File: config.mk
export PLATFORM = sky130hd
export DESIGN_NAME = glyph_color_best_match_ssd_top
export DESIGN_NICKNAME = d
export VERILOG_FILES = /design/src/rtl/gcbm_pkg.sv /design/src/rtl/glyph_color_best_match_ssd_top.sv /design/src/rtl/gcbm_sqdiff.sv /design/src/rtl/gcbm_search.sv
export VERILOG_INCLUDE_DIRS = /design/src /design/src/rtl
export SDC_FILE = /design/constraint.sdc
export NUM_CORES = 1
export LEC_CHECK = 0
export BUFFER_PORTS_ARGS = -buffer_cell sky130_fd_sc_hd__buf_2
export CAP_MARGIN = 20
export CORE_MARGIN = 10
export CORE_UTILIZATION = 50
export CTS_CLUSTER_DIAMETER = 30
export DETAILED_ROUTE_END_ITERATION = 6
export GPL_TIMING_DRIVEN = 0
export PLACE_DENSITY = 0.7
export SLEW_MARGIN = 30
export SYNTH_ARGS = -nofsm -noshare
export SYNTH_HDL_FRONTEND = slang
export SYNTH_SLANG_ARGS = --single-unit
File: constraint.sdc
create_clock -name clk_i -period 21.3 [get_ports clk_i]
set_clock_uncertainty 0.15 [all_clocks]
set_input_delay 2.13 -clock clk_i [delete_from_list [all_inputs] [get_ports clk_i]]
set_output_delay 2.13 -clock clk_i [all_outputs]
set_load 0.01 [all_outputs]
File: src/rtl/glyph_color_best_match_ssd_top_assert.svh
// ---------------------------------------------------------------------------
// Assertion macros for the glyph colour best-match block
// Same-cycle and next-cycle implication checks on the block clock and reset.
// ---------------------------------------------------------------------------
`ifndef GLYPH_COLOR_BEST_MATCH_SSD_TOP_ASSERT_SVH
`define GLYPH_COLOR_BEST_MATCH_SSD_TOP_ASSERT_SVH

// antecedent implies consequent in the same cycle
`define GCBM_ASSERT_NOW(lbl, ante, cons, msg) \
  lbl: assert property (@(posedge clk_i) disable iff (!rst_ni) (ante) |-> (cons)) \
    else $error(msg);

// antecedent implies consequent in the next cycle
`define GCBM_ASSERT_NEXT(lbl, ante, cons, msg) \
  lbl: assert property (@(posedge clk_i) disable iff (!rst_ni) (ante) |=> (cons)) \
    else $error(msg);

`endif

File: src/rtl/gcbm_pkg.sv
// ---------------------------------------------------------------------------
// gcbm_pkg
// Shared widths, codes and types of the glyph colour best-match block.
// ---------------------------------------------------------------------------
package gcbm_pkg;

  // field widths
  localparam int GLYPH_W   = 7;
  localparam int COLOUR_W  = 4;
  localparam int CHAN_W    = 8;
  localparam int ERR_W     = 26;
  // three squared 8-bit differences fit in 18 bits
  localparam int PX_W      = 18;
  localparam int CFG_IDX_W = 2;

  localparam logic [ERR_W-1:0]    ERR_MAX    = {ERR_W{1'b1}};
  localparam logic [GLYPH_W-1:0]  GLYPH_LAST = 7'd94;
  localparam logic [COLOUR_W-1:0] BLACK      = 4'd0;
  localparam logic [COLOUR_W-1:0] GREY_DARK  = 4'd7;
  localparam logic [COLOUR_W-1:0] GREY_LIGHT = 4'd8;
  localparam logic [COLOUR_W-1:0] WHITE      = 4'd15;

  // configuration register indexes
  typedef enum logic [CFG_IDX_W-1:0] {
    REG_COLOUR     = 2'd0,
    REG_BACKGROUND = 2'd1,
    REG_GRAYSCALE  = 2'd2
  } gcbm_reg_e;

  typedef struct packed {
    logic colour_en;
    logic background_en;
    logic grayscale_en;
  } gcbm_cfg_t;

  // candidate identity and framing of one pixel pair
  typedef struct packed {
    logic [GLYPH_W-1:0]  glyph;
    logic [COLOUR_W-1:0] back;
    logic [COLOUR_W-1:0] fore;
    logic                cand_end;
    logic                cell_end;
  } gcbm_tag_t;

  typedef struct packed {
    logic [CHAN_W-1:0] stamp_red;
    logic [CHAN_W-1:0] stamp_green;
    logic [CHAN_W-1:0] stamp_blue;
    logic [CHAN_W-1:0] image_red;
    logic [CHAN_W-1:0] image_green;
    logic [CHAN_W-1:0] image_blue;
  } gcbm_pix_t;

  typedef struct packed {
    logic [GLYPH_W-1:0]  glyph;
    logic [COLOUR_W-1:0] back;
    logic [COLOUR_W-1:0] fore;
    logic [ERR_W-1:0]    error;
  } gcbm_result_t;

endpackage

File: src/rtl/glyph_color_best_match_ssd_top.sv
// ---------------------------------------------------------------------------
// glyph_color_best_match_ssd_top
// Best glyph and colour pair for one image cell by sum of squared RGB error.
// ---------------------------------------------------------------------------
// The block takes one pixel pair per cycle. The transfer that carries tlast
// (cell end) lands in the input register, moves on to the squared-difference
// register and then loads the result register, which presents the cell's
// result. The input side stalls only when a cell's result is due while the
// previous result still waits in the output register; the accumulate and
// compare loop on the running error sets the one-item-per-cycle rate.
// Configuration is taken at once on cfg_we_i and needs no clearing pass
// after reset.
module glyph_color_best_match_ssd_top (
  input  logic                           clk_i,
  input  logic                           rst_ni,
  // bits from lsb: glyph_id[6:0], back_colour[10:7], fore_colour[14:11],
  // stamp_red[22:15], stamp_green[30:23], stamp_blue[38:31],
  // image_red[46:39], image_green[54:47], image_blue[62:55], zero[63]
  input  logic [63:0]                    s_axis_tdata,
  // bits from lsb: candidate_end[0]
  input  logic [0:0]                     s_axis_tuser,
  input  logic                           s_axis_tlast,
  input  logic                           s_axis_tvalid,
  output logic                           s_axis_tready,
  // bits from lsb: best_glyph[6:0], best_back[10:7], best_fore[14:11],
  // best_error[40:15], zero[47:41]
  output logic [47:0]                    m_axis_tdata,
  output logic                           m_axis_tvalid,
  input  logic                           m_axis_tready,
  input  logic                           cfg_we_i,
  input  logic [gcbm_pkg::CFG_IDX_W-1:0] cfg_idx_i,
  input  logic [0:0]                     cfg_wdata_i
);

  gcbm_pkg::gcbm_cfg_t       cfg_q;
  gcbm_pkg::gcbm_tag_t       in_tag;
  gcbm_pkg::gcbm_pix_t       in_pix;
  gcbm_pkg::gcbm_tag_t       px_tag;
  logic [gcbm_pkg::PX_W-1:0] px;
  logic                      px_valid;
  logic                      stall;
  gcbm_pkg::gcbm_result_t    result;

  // configuration registers
  always_ff @(posedge clk_i or negedge rst_ni) begin
    if (!rst_ni) begin
      cfg_q.colour_en     <= 1'b1;
      cfg_q.background_en <= 1'b1;
      cfg_q.grayscale_en  <= 1'b0;
    end else if (cfg_we_i) begin
      case (gcbm_pkg::gcbm_reg_e'(cfg_idx_i))
        gcbm_pkg::REG_COLOUR:     cfg_q.colour_en     <= cfg_wdata_i[0];
        gcbm_pkg::REG_BACKGROUND: cfg_q.background_en <= cfg_wdata_i[0];
        gcbm_pkg::REG_GRAYSCALE:  cfg_q.grayscale_en  <= cfg_wdata_i[0];
        default: ;
      endcase
    end
  end

  // unpack the input transfer
  always_comb begin
    in_tag.glyph       = s_axis_tdata[6:0];
    in_tag.back        = s_axis_tdata[10:7];
    in_tag.fore        = s_axis_tdata[14:11];
    in_tag.cand_end    = s_axis_tuser[0];
    in_tag.cell_end    = s_axis_tlast;
    in_pix.stamp_red   = s_axis_tdata[22:15];
    in_pix.stamp_green = s_axis_tdata[30:23];
    in_pix.stamp_blue  = s_axis_tdata[38:31];
    in_pix.image_red   = s_axis_tdata[46:39];
    in_pix.image_green = s_axis_tdata[54:47];
    in_pix.image_blue  = s_axis_tdata[62:55];
  end

  // hold the pipeline only when a result is due and the output slot is busy
  assign stall         = px_valid && px_tag.cell_end && m_axis_tvalid && !m_axis_tready;
  assign s_axis_tready = !stall;

  gcbm_sqdiff u_sqdiff (
    .clk_i   (clk_i),
    .rst_ni  (rst_ni),
    .en_i    (!stall),
    .valid_i (s_axis_tvalid),
    .tag_i   (in_tag),
    .pix_i   (in_pix),
    .valid_o (px_valid),
    .tag_o   (px_tag),
    .px_o    (px)
  );

  gcbm_search u_search (
    .clk_i       (clk_i),
    .rst_ni      (rst_ni),
    .en_i        (!stall),
    .valid_i     (px_valid),
    .tag_i       (px_tag),
    .px_i        (px),
    .cfg_i       (cfg_q),
    .out_ready_i (m_axis_tready),
    .out_valid_o (m_axis_tvalid),
    .out_data_o  (result)
  );

  // pack the result transfer
  assign m_axis_tdata = {7'b0, result.error, result.fore, result.back, result.glyph};

  // checks
  `include "glyph_color_best_match_ssd_top_assert.svh"

  `GCBM_ASSERT_NOW(a_no_winner_zero_ids,
    m_axis_tvalid && (result.error == gcbm_pkg::ERR_MAX),
    (result.glyph == '0) && (result.back == '0) && (result.fore == '0),
    "result without a winner carries nonzero candidate fields")
  `GCBM_ASSERT_NOW(a_stall_only_when_full,
    !s_axis_tready,
    m_axis_tvalid && !m_axis_tready && px_valid && px_tag.cell_end,
    "input stalled while the output slot could take a result")
  `GCBM_ASSERT_NEXT(a_result_from_cell_end,
    !(px_valid && px_tag.cell_end && !stall) && !(m_axis_tvalid && !m_axis_tready),
    !m_axis_tvalid,
    "result transfer appeared without a cell end")

endmodule

File: src/rtl/gcbm_sqdiff.sv
// ---------------------------------------------------------------------------
// gcbm_sqdiff
// Input register and squared RGB error stage of the best-match pipeline.
// ---------------------------------------------------------------------------
module gcbm_sqdiff (
  input  logic                     clk_i,
  input  logic                     rst_ni,
  input  logic                     en_i,
  input  logic                     valid_i,
  input  gcbm_pkg::gcbm_tag_t      tag_i,
  input  gcbm_pkg::gcbm_pix_t      pix_i,
  output logic                     valid_o,
  output gcbm_pkg::gcbm_tag_t      tag_o,
  output logic [gcbm_pkg::PX_W-1:0] px_o
);

  logic                      in_valid_q;
  gcbm_pkg::gcbm_tag_t       in_tag_q;
  gcbm_pkg::gcbm_pix_t       in_pix_q;
  logic                      px_valid_q;
  gcbm_pkg::gcbm_tag_t       px_tag_q;
  logic [gcbm_pkg::PX_W-1:0] px_q;
  logic [gcbm_pkg::PX_W-1:0] px_d;

  function automatic logic [2*gcbm_pkg::CHAN_W-1:0] sq_diff(
    input logic [gcbm_pkg::CHAN_W-1:0] a,
    input logic [gcbm_pkg::CHAN_W-1:0] b
  );
    logic [gcbm_pkg::CHAN_W-1:0] d;
    d = (a > b) ? (a - b) : (b - a);
    return {{gcbm_pkg::CHAN_W{1'b0}}, d} * {{gcbm_pkg::CHAN_W{1'b0}}, d};
  endfunction

  // valid bits of both stages
  always_ff @(posedge clk_i or negedge rst_ni) begin
    if (!rst_ni) begin
      in_valid_q <= 1'b0;
      px_valid_q <= 1'b0;
    end else if (en_i) begin
      in_valid_q <= valid_i;
      px_valid_q <= in_valid_q;
    end
  end

  // payload of both stages
  always_ff @(posedge clk_i) begin
    if (en_i) begin
      in_tag_q <= tag_i;
      in_pix_q <= pix_i;
      px_tag_q <= in_tag_q;
      px_q     <= px_d;
    end
  end

  // sum of the three channel squares
  always_comb begin
    px_d = gcbm_pkg::PX_W'(sq_diff(in_pix_q.stamp_red, in_pix_q.image_red))
         + gcbm_pkg::PX_W'(sq_diff(in_pix_q.stamp_green, in_pix_q.image_green))
         + gcbm_pkg::PX_W'(sq_diff(in_pix_q.stamp_blue, in_pix_q.image_blue));
  end

  assign valid_o = px_valid_q;
  assign tag_o   = px_tag_q;
  assign px_o    = px_q;

endmodule

File: src/rtl/gcbm_search.sv
// ---------------------------------------------------------------------------
// gcbm_search
// Error accumulation, legality check, best-candidate tracking, result register.
// ---------------------------------------------------------------------------
module gcbm_search (
  input  logic                      clk_i,
  input  logic                      rst_ni,
  input  logic                      en_i,
  input  logic                      valid_i,
  input  gcbm_pkg::gcbm_tag_t       tag_i,
  input  logic [gcbm_pkg::PX_W-1:0] px_i,
  input  gcbm_pkg::gcbm_cfg_t       cfg_i,
  input  logic                      out_ready_i,
  output logic                      out_valid_o,
  output gcbm_pkg::gcbm_result_t    out_data_o
);

  logic [gcbm_pkg::ERR_W-1:0]    running_q, running_d;
  logic [gcbm_pkg::ERR_W-1:0]    lowest_q, lowest_d;
  logic [gcbm_pkg::GLYPH_W-1:0]  glyph_q, glyph_d;
  logic [gcbm_pkg::COLOUR_W-1:0] back_q, back_d;
  logic [gcbm_pkg::COLOUR_W-1:0] fore_q, fore_d;
  logic                          out_valid_q, out_valid_d;
  gcbm_pkg::gcbm_result_t        out_q, out_d;
  logic [gcbm_pkg::ERR_W:0]      sum_wide;
  logic [gcbm_pkg::ERR_W-1:0]    sum_sat;
  logic                          judge;
  logic                          win;
  logic                          take;

  function automatic logic grey_ok(
    input logic [gcbm_pkg::COLOUR_W-1:0] c,
    input logic                          gray
  );
    return (c inside {gcbm_pkg::BLACK, gcbm_pkg::WHITE}) ||
           (gray && (c inside {gcbm_pkg::GREY_DARK, gcbm_pkg::GREY_LIGHT}));
  endfunction

  function automatic logic legal(
    input gcbm_pkg::gcbm_tag_t t,
    input gcbm_pkg::gcbm_cfg_t c
  );
    logic ok;
    ok = (t.glyph <= gcbm_pkg::GLYPH_LAST);
    // a blank glyph shows background only, so foreground must be black
    if (t.glyph != '0 && t.back == t.fore) ok = 1'b0;
    if (t.glyph == '0 && t.fore != gcbm_pkg::BLACK) ok = 1'b0;
    if (!c.background_en && t.back != gcbm_pkg::BLACK) ok = 1'b0;
    if (!c.colour_en && !(grey_ok(t.back, c.grayscale_en) &&
                          grey_ok(t.fore, c.grayscale_en))) ok = 1'b0;
    return ok;
  endfunction

  // saturating accumulate, judge at the candidate end, emit at the cell end
  always_comb begin
    take     = en_i && valid_i;
    sum_wide = {1'b0, running_q} + {{(gcbm_pkg::ERR_W+1-gcbm_pkg::PX_W){1'b0}}, px_i};
    sum_sat  = sum_wide[gcbm_pkg::ERR_W] ? gcbm_pkg::ERR_MAX
                                         : sum_wide[gcbm_pkg::ERR_W-1:0];
    judge    = tag_i.cand_end || tag_i.cell_end;
    win      = judge && legal(tag_i, cfg_i) && (sum_sat < lowest_q);

    running_d = judge ? '0 : sum_sat;
    lowest_d  = win ? sum_sat     : lowest_q;
    glyph_d   = win ? tag_i.glyph : glyph_q;
    back_d    = win ? tag_i.back  : back_q;
    fore_d    = win ? tag_i.fore  : fore_q;

    out_d.glyph = glyph_d;
    out_d.back  = back_d;
    out_d.fore  = fore_d;
    out_d.error = lowest_d;

    if (tag_i.cell_end) begin
      lowest_d = gcbm_pkg::ERR_MAX;
      glyph_d  = '0;
      back_d   = '0;
      fore_d   = '0;
    end

    out_valid_d = out_valid_q && !out_ready_i;
    if (take && tag_i.cell_end) out_valid_d = 1'b1;
  end

  // search state
  always_ff @(posedge clk_i or negedge rst_ni) begin
    if (!rst_ni) begin
      running_q <= '0;
      lowest_q  <= gcbm_pkg::ERR_MAX;
      glyph_q   <= '0;
      back_q    <= '0;
      fore_q    <= '0;
    end else if (take) begin
      running_q <= running_d;
      lowest_q  <= lowest_d;
      glyph_q   <= glyph_d;
      back_q    <= back_d;
      fore_q    <= fore_d;
    end
  end

  // result register
  always_ff @(posedge clk_i or negedge rst_ni) begin
    if (!rst_ni) begin
      out_valid_q <= 1'b0;
    end else begin
      out_valid_q <= out_valid_d;
    end
  end

  always_ff @(posedge clk_i) begin
    if (take && tag_i.cell_end) begin
      out_q <= out_d;
    end
  end

  assign out_valid_o = out_valid_q;
  assign out_data_o  = out_q;

endmodule
Yosys cells after proc, flatten, opt, wreduce, memory -nomap -nowiden. Cells that the tools add are included.

Register bits: 214. Latch bits: 0. Memory bits (writable): 0. Memory bits (read-only): 0. Input bits: 74. Output and inout port bits: 50. Logic and storage cells: 113. Memories kept: 0.

$add $sub $neg: 9. $mul: 3. Divide/modulo/power cells: 0. Magnitude comparators: 5. Equal/unequal tests: 9. Shift operators: 0. Mux-type cells: 18. Bitwise operators: 0. Reduce and logical (&&, ||, !) cells: 37.

Operators with widths (count): 26-bit two-way mux (4); 8-bit by 8-bit multiplier with 16-bit output (3); 8-bit subtractor (6); 26-bit by 18-bit adder with 27-bit output (1); 26-bit < comparator (1); 8-bit > comparator (3); 8-bit two-way mux (3); 18-bit by 16-bit adder with 18-bit output (1); 16-bit by 16-bit adder with 17-bit output (1); 4-bit == test (second input constant) (4); 4-bit two-way mux (4); 1-bit logical AND (15); 7-bit two-way mux (2); 4-bit by 3-bit == test with 1-bit output (second input constant) (2); 4-bit zero test (2); 2-bit nonzero test (4); 4-bit nonzero test (2); 7-bit <= comparator (second input constant) (1); 7-bit zero test (1); 7-bit nonzero test (1); 2-bit AND reduction (3); 1-bit zero test (5); 1-bit two-way mux (5); 4-bit == test (1); 4 further kinds (6).

Logic depth before layout (Yosys ltp).
Depth in word-level cells: 12. Gate-level depth with buffers: 43.

Modules after synthesis. From an unflattened synthesis, not the netlist that was laid out.

Cell total of the unflattened synthesis: 1620. Area total of the unflattened synthesis: 17068.9 µm².

By module, submodules not included: gcbm_sqdiff (instances 1, cells each 961, area each 10443.8 µm², seq. area each 3052.9 µm²); gcbm_search (instances 1, cells each 641, area each 6421.2 µm², seq. area each 2965.3 µm²); glyph_color_best_match_ssd_top (instances 1, cells each 18, area each 203.9 µm², seq. area each 77.6 µm²).

Worst setup path before layout. No wires, ideal clock.

Path kind: register -> register. Start: register u_sqdiff.in_pix_q[40] (netlist bit). End: register u_sqdiff.px_q, in the netlist u_sqdiff.px_o[15] (data pin). Setup time: 0.263 ns. Data arrival time: 10.132 ns. Data required time: 20.887 ns. Slack: 10.755 ns. Stages on the path, launching flop included: 41. Path buffers: 1. Cell sequence: edfxtp_1 inv_1 ha_1 inv_1 fa_1 a21oi_1 o22ai_1 o211ai_1 buf_2 mux2i_1 nand3_1 o21ai_1 xor2_1 inv_2 nand2_1 fa_1 fa_1 fa_1 [5 not listed] inv_1 ha_1 a21oi_1 xor2_1 fa_1 fa_1 inv_1 fa_1 inv_1 fa_1 inv_1 ha_1 o21ai_0 nand2b_1 a31o_2 a2111oi_0 nor2_1 xor2_1.

Cells in the longest elaborated chain, start to end: 5. Elaborated cells between the ends (all ways): 7. Classes of those cells: 4 x add/sub; 1 x mul; 1 x order compare; 1 x mux.

RTL lines: from (decl) (RTL line gcbm_sqdiff.sv:19) `gcbm_pkg::gcbm_pix_t in_pix_q;`; from (signal assigned) (RTL line gcbm_sqdiff.sv:49) `in_pix_q <= pix_i;`; 8-bit subtractor / 8-bit > comparator (equally long branches) (RTL line gcbm_sqdiff.sv:30) `d = (a > b) ? (a - b) : (b - a);`; 8-bit two-way mux (*) (RTL line gcbm_sqdiff.sv:30); 8-bit by 8-bit multiplier with 16-bit output (*) (RTL line gcbm_sqdiff.sv:31) `return {{gcbm_pkg::CHAN_W{1'b0}}, d} * {{gcbm_pkg::CHAN_W{1'b0}}, d};`; 16-bit by 16-bit adder with 17-bit output (*) (RTL line gcbm_sqdiff.sv:58) `+ gcbm_pkg::PX_W'(sq_diff(in_pix_q.stamp_green, in_pix_q.image_green))`; 18-bit by 16-bit adder with 18-bit output (*) (RTL line gcbm_sqdiff.sv:59) `+ gcbm_pkg::PX_W'(sq_diff(in_pix_q.stamp_blue, in_pix_q.image_blue));`; via u_sqdiff.px_d, one bit (RTL line gcbm_sqdiff.sv:23) `logic [gcbm_pkg::PX_W-1:0] px_d;`; to (signal assigned) (RTL line gcbm_sqdiff.sv:51) `px_q <= px_d;`; to (decl) (RTL line gcbm_sqdiff.sv:22) `logic [gcbm_pkg::PX_W-1:0] px_q;`.

The timed path passes the listed nets; every way through them passes the cells marked *. A chain may end at the register's enable or synchronous reset.

Worst setup path after layout. Ends and elaborated chain as after synthesis.

==> impl_metrics.env <==
export IMPL_crit_path_max_incr_delay_ns=0.82
export IMPL_grt_max_degree=47
export IMPL_finalCriticalPeriod_ns=11.89
export IMPL_finalNetCount=2242
export IMPL_die_h_um=207
export IMPL_cts_hold_buf=0
export IMPL_numCtsBuffers=49
export IMPL_clk_pin_slew_ns=0.05
export IMPL_clock_latency_ns=0.58
export IMPL_num_io_pins=124
export IMPL_hpwl_um=30300
export IMPL_synthTopCellsByArea="edfxtp_1, fa_1, ha_1"
export IMPL_root_buffer="clkbuf_16"
export IMPL_finalMaxSlewViolations=0
export IMPL_routedWlPerCell_um=16.4
export IMPL_critical_path_max_fanout=10
export IMPL_fill_cells=2879
export IMPL_num_rows=68
export IMPL_htree_levels=2
export IMPL_yosys_area_top_type="edfxtp_1"
export IMPL_dieArea_um2=42800
export IMPL_drc=0
export IMPL_worstPathArrival_ns=12.03
export IMPL_dp_cells=2260
export IMPL_outcome="finished, final reports clean"
export IMPL_drtIter0Drc=591
export IMPL_core_um2=34500
export IMPL_setup_viol=0
export IMPL_rsz0062_at_grt="no"
export IMPL_synth_cells=1680
export IMPL_final_layout_size_suffix_gt1_frac=0.170
export IMPL_hold_violations=0
export IMPL_viasPerCell=5.31
export IMPL_synthArstFlopShare=0.341
export IMPL_ys_seq_elements=214
export IMPL_grt_pass1_vias=13100
export IMPL_synth_cell_type_count=77
export IMPL_antenna_cells=0
export IMPL_grtUsageTotal=0.183
export IMPL_cp_common_cell="fa_1"
export IMPL_yosys_warnings=0
export IMPL_routed_wl_um=38500
export IMPL_globalRouteOverflowTotal=0
export IMPL_worst_pin_slew_ns=1.03
export IMPL_place_gp_congestion=0.918
export IMPL_path_class="flop to flop"
export IMPL_clock_path_buffers=3
export IMPL_slowest_stage="xor2_1"
export IMPL_hold_path_class="flop to flop"
export IMPL_max_cap_violations=0
export IMPL_final_setup_tns_ns=0
export IMPL_whs_path_depth=0
export IMPL_firstDrtPassIters=7
export IMPL_ys_seq_area_frac=0.349
export IMPL_grt_pass1_wl_um=63500
export IMPL_avgSynthCellArea_um2=10.4
export IMPL_ant_nets=0
export IMPL_synth_most_common_cell="inv_1"
export IMPL_endpoint_kind="flop"
export IMPL_maxSlewHeadroom=0.312
export IMPL_fin_cells=2350
export IMPL_areaGrowthSynthToFinish_pct=17.0
export IMPL_synthFlopType="edfxtp_1"
export IMPL_cp_start_kind="flop"
export IMPL_start_util=0.507
export IMPL_synthTopCellsByCount="inv_1, ha_1, edfxtp_1, fa_1, nor2_1"
export IMPL_syn_area_um2=17500
export IMPL_synth_edf_count=141
export IMPL_fin_crit_sh=0.558
export IMPL_die_width_um=207
export IMPL_crit_required_ns=21.44
export IMPL_timing_fmax_ghz=0.0841
export IMPL_via_count=12500
export IMPL_antenna_found_initial=0
export IMPL_clkSinkCount=214
export IMPL_cts_setup_buffers=0
export IMPL_portBuffers=115
export IMPL_r2r_cells=40
export IMPL_postCtsResizedCells=0
export IMPL_synth_top_area_frac=0.243
export IMPL_cts_tree="built"
==> cell type report <==
class,count,area [um^2],area share
plain buffers,41,218,0.0107
clock buffers,63,1350,0.0660
clock inverters,27,327,0.0160
inverters,323,1210,0.0594
multi-input cells,1108,9970,0.488
flip-flops and latches,214,6100,0.298
well taps,455,569,0.0279
repair buffers,119,677,0.0331
==> registers in the layout (all words and copies together) (netlist names), 3 cells and up <==
register,cells
cfg_q,3
u_search.back_q,4
u_search.fore_q,4
u_search.glyph_q,7
u_search.lowest_q,26
u_search.out_data_o,41
u_search.running_q,26
u_sqdiff.in_pix_q,48
u_sqdiff.in_tag_q,17
u_sqdiff.px_o,18
u_sqdiff.tag_o,17
==> routing by layer <==
metal	GRT usage	vias to the layer above	share of wire
met5	0	-	0
met4	0.0712	0	0.031
met3	0.0326	73	0.043
met2	0.331	265	0.51
met1	0.210	6104	0.41
li1	-	6040	-
==> final timing paths <==
check	startpoint	to	slack (ns)
worst max-delay path	u_sqdiff.in_pix_q[40]$_DFFE_PN_	u_sqdiff.px_o[15]$_DFFE_PN_	9.41
worst min-delay path	u_sqdiff.in_tag_q[14]$_DFFE_PN_	u_sqdiff.tag_o[14]$_DFFE_PN_	0.26
worst max register to register	u_sqdiff.in_pix_q[40]$_DFFE_PN_	u_sqdiff.px_o[15]$_DFFE_PN_	9.41
worst min register to register	u_sqdiff.in_tag_q[14]$_DFFE_PN_	u_sqdiff.tag_o[14]$_DFFE_PN_	0.26
max in group asynchronous	rst_ni	u_search.lowest_q[1]$_DFFE_PN1P_	19.09
min in group asynchronous	rst_ni	u_search.running_q[17]$_DFFE_PN0P_	1.31
==> kinds of logic (layout without fill, tap and decap cells) <==
group	after synthesis	after routing	synth area share
flip-flops	214	214	0.349
AND/OR/NAND/NOR	362	362	0.0996
XOR/XNOR	66	66	0.0335
multiplexers	58	58	0.0359
other	1	7	0.000215
buffers and inverters	364	573	0.0819
AO/OA/AOI/OAI	303	303	0.123
adder cells (fa/ha/maj)	312	312	0.277
==> worst max-delay path: cells and delay by family, from the launching register on <==
family	cells	cell delay, ns
AO/OA/AOI/OAI	8	1.89
multiplexers	1	0.27
XOR/XNOR	3	1.26
buffers and inverters	10	0.93
AND/OR/NAND/NOR	4	0.53
adder cells (fa/ha/maj)	14	6.15
flip-flops	1	0.40
==> cell usage in the layout, fill, tap and decap left out, drive strengths merged, types with 45 or more instances in the layout <==
master and instances:
nor2 120, buf 141, fa 124, clkbuf 82, a21oi 64, ha 188
dfrtp 45, xnor2 45, o21ai 71, edfxtp 141, nand2 88, inv 325
==> stage by stage <==
| stage | cell area, um^2 | utilization | setup slack, ns | hold slack, ns |
|---|---|---|---|---|
| 6_report | 20400 | 0.593 | 9.41 | 0.261 |
| 5_1_grt | 20400 | 0.593 | 8.78 | 0.261 |
| 4_1_cts | 20400 | 0.593 | 9.38 | 0.264 |
| 3_5_place_dp | 18700 | 0.544 | 9.42 | 0.255 |
| 3_3_place_gp | 18600 | 0.540 | 9.51 | 0.253 |
| 2_1_floorplan | 17500 | - | 10.76 | 0.250 |
Power is not shown: default switching activity piles up to over one toggle a cycle in this logic, so the estimate is an artifact.
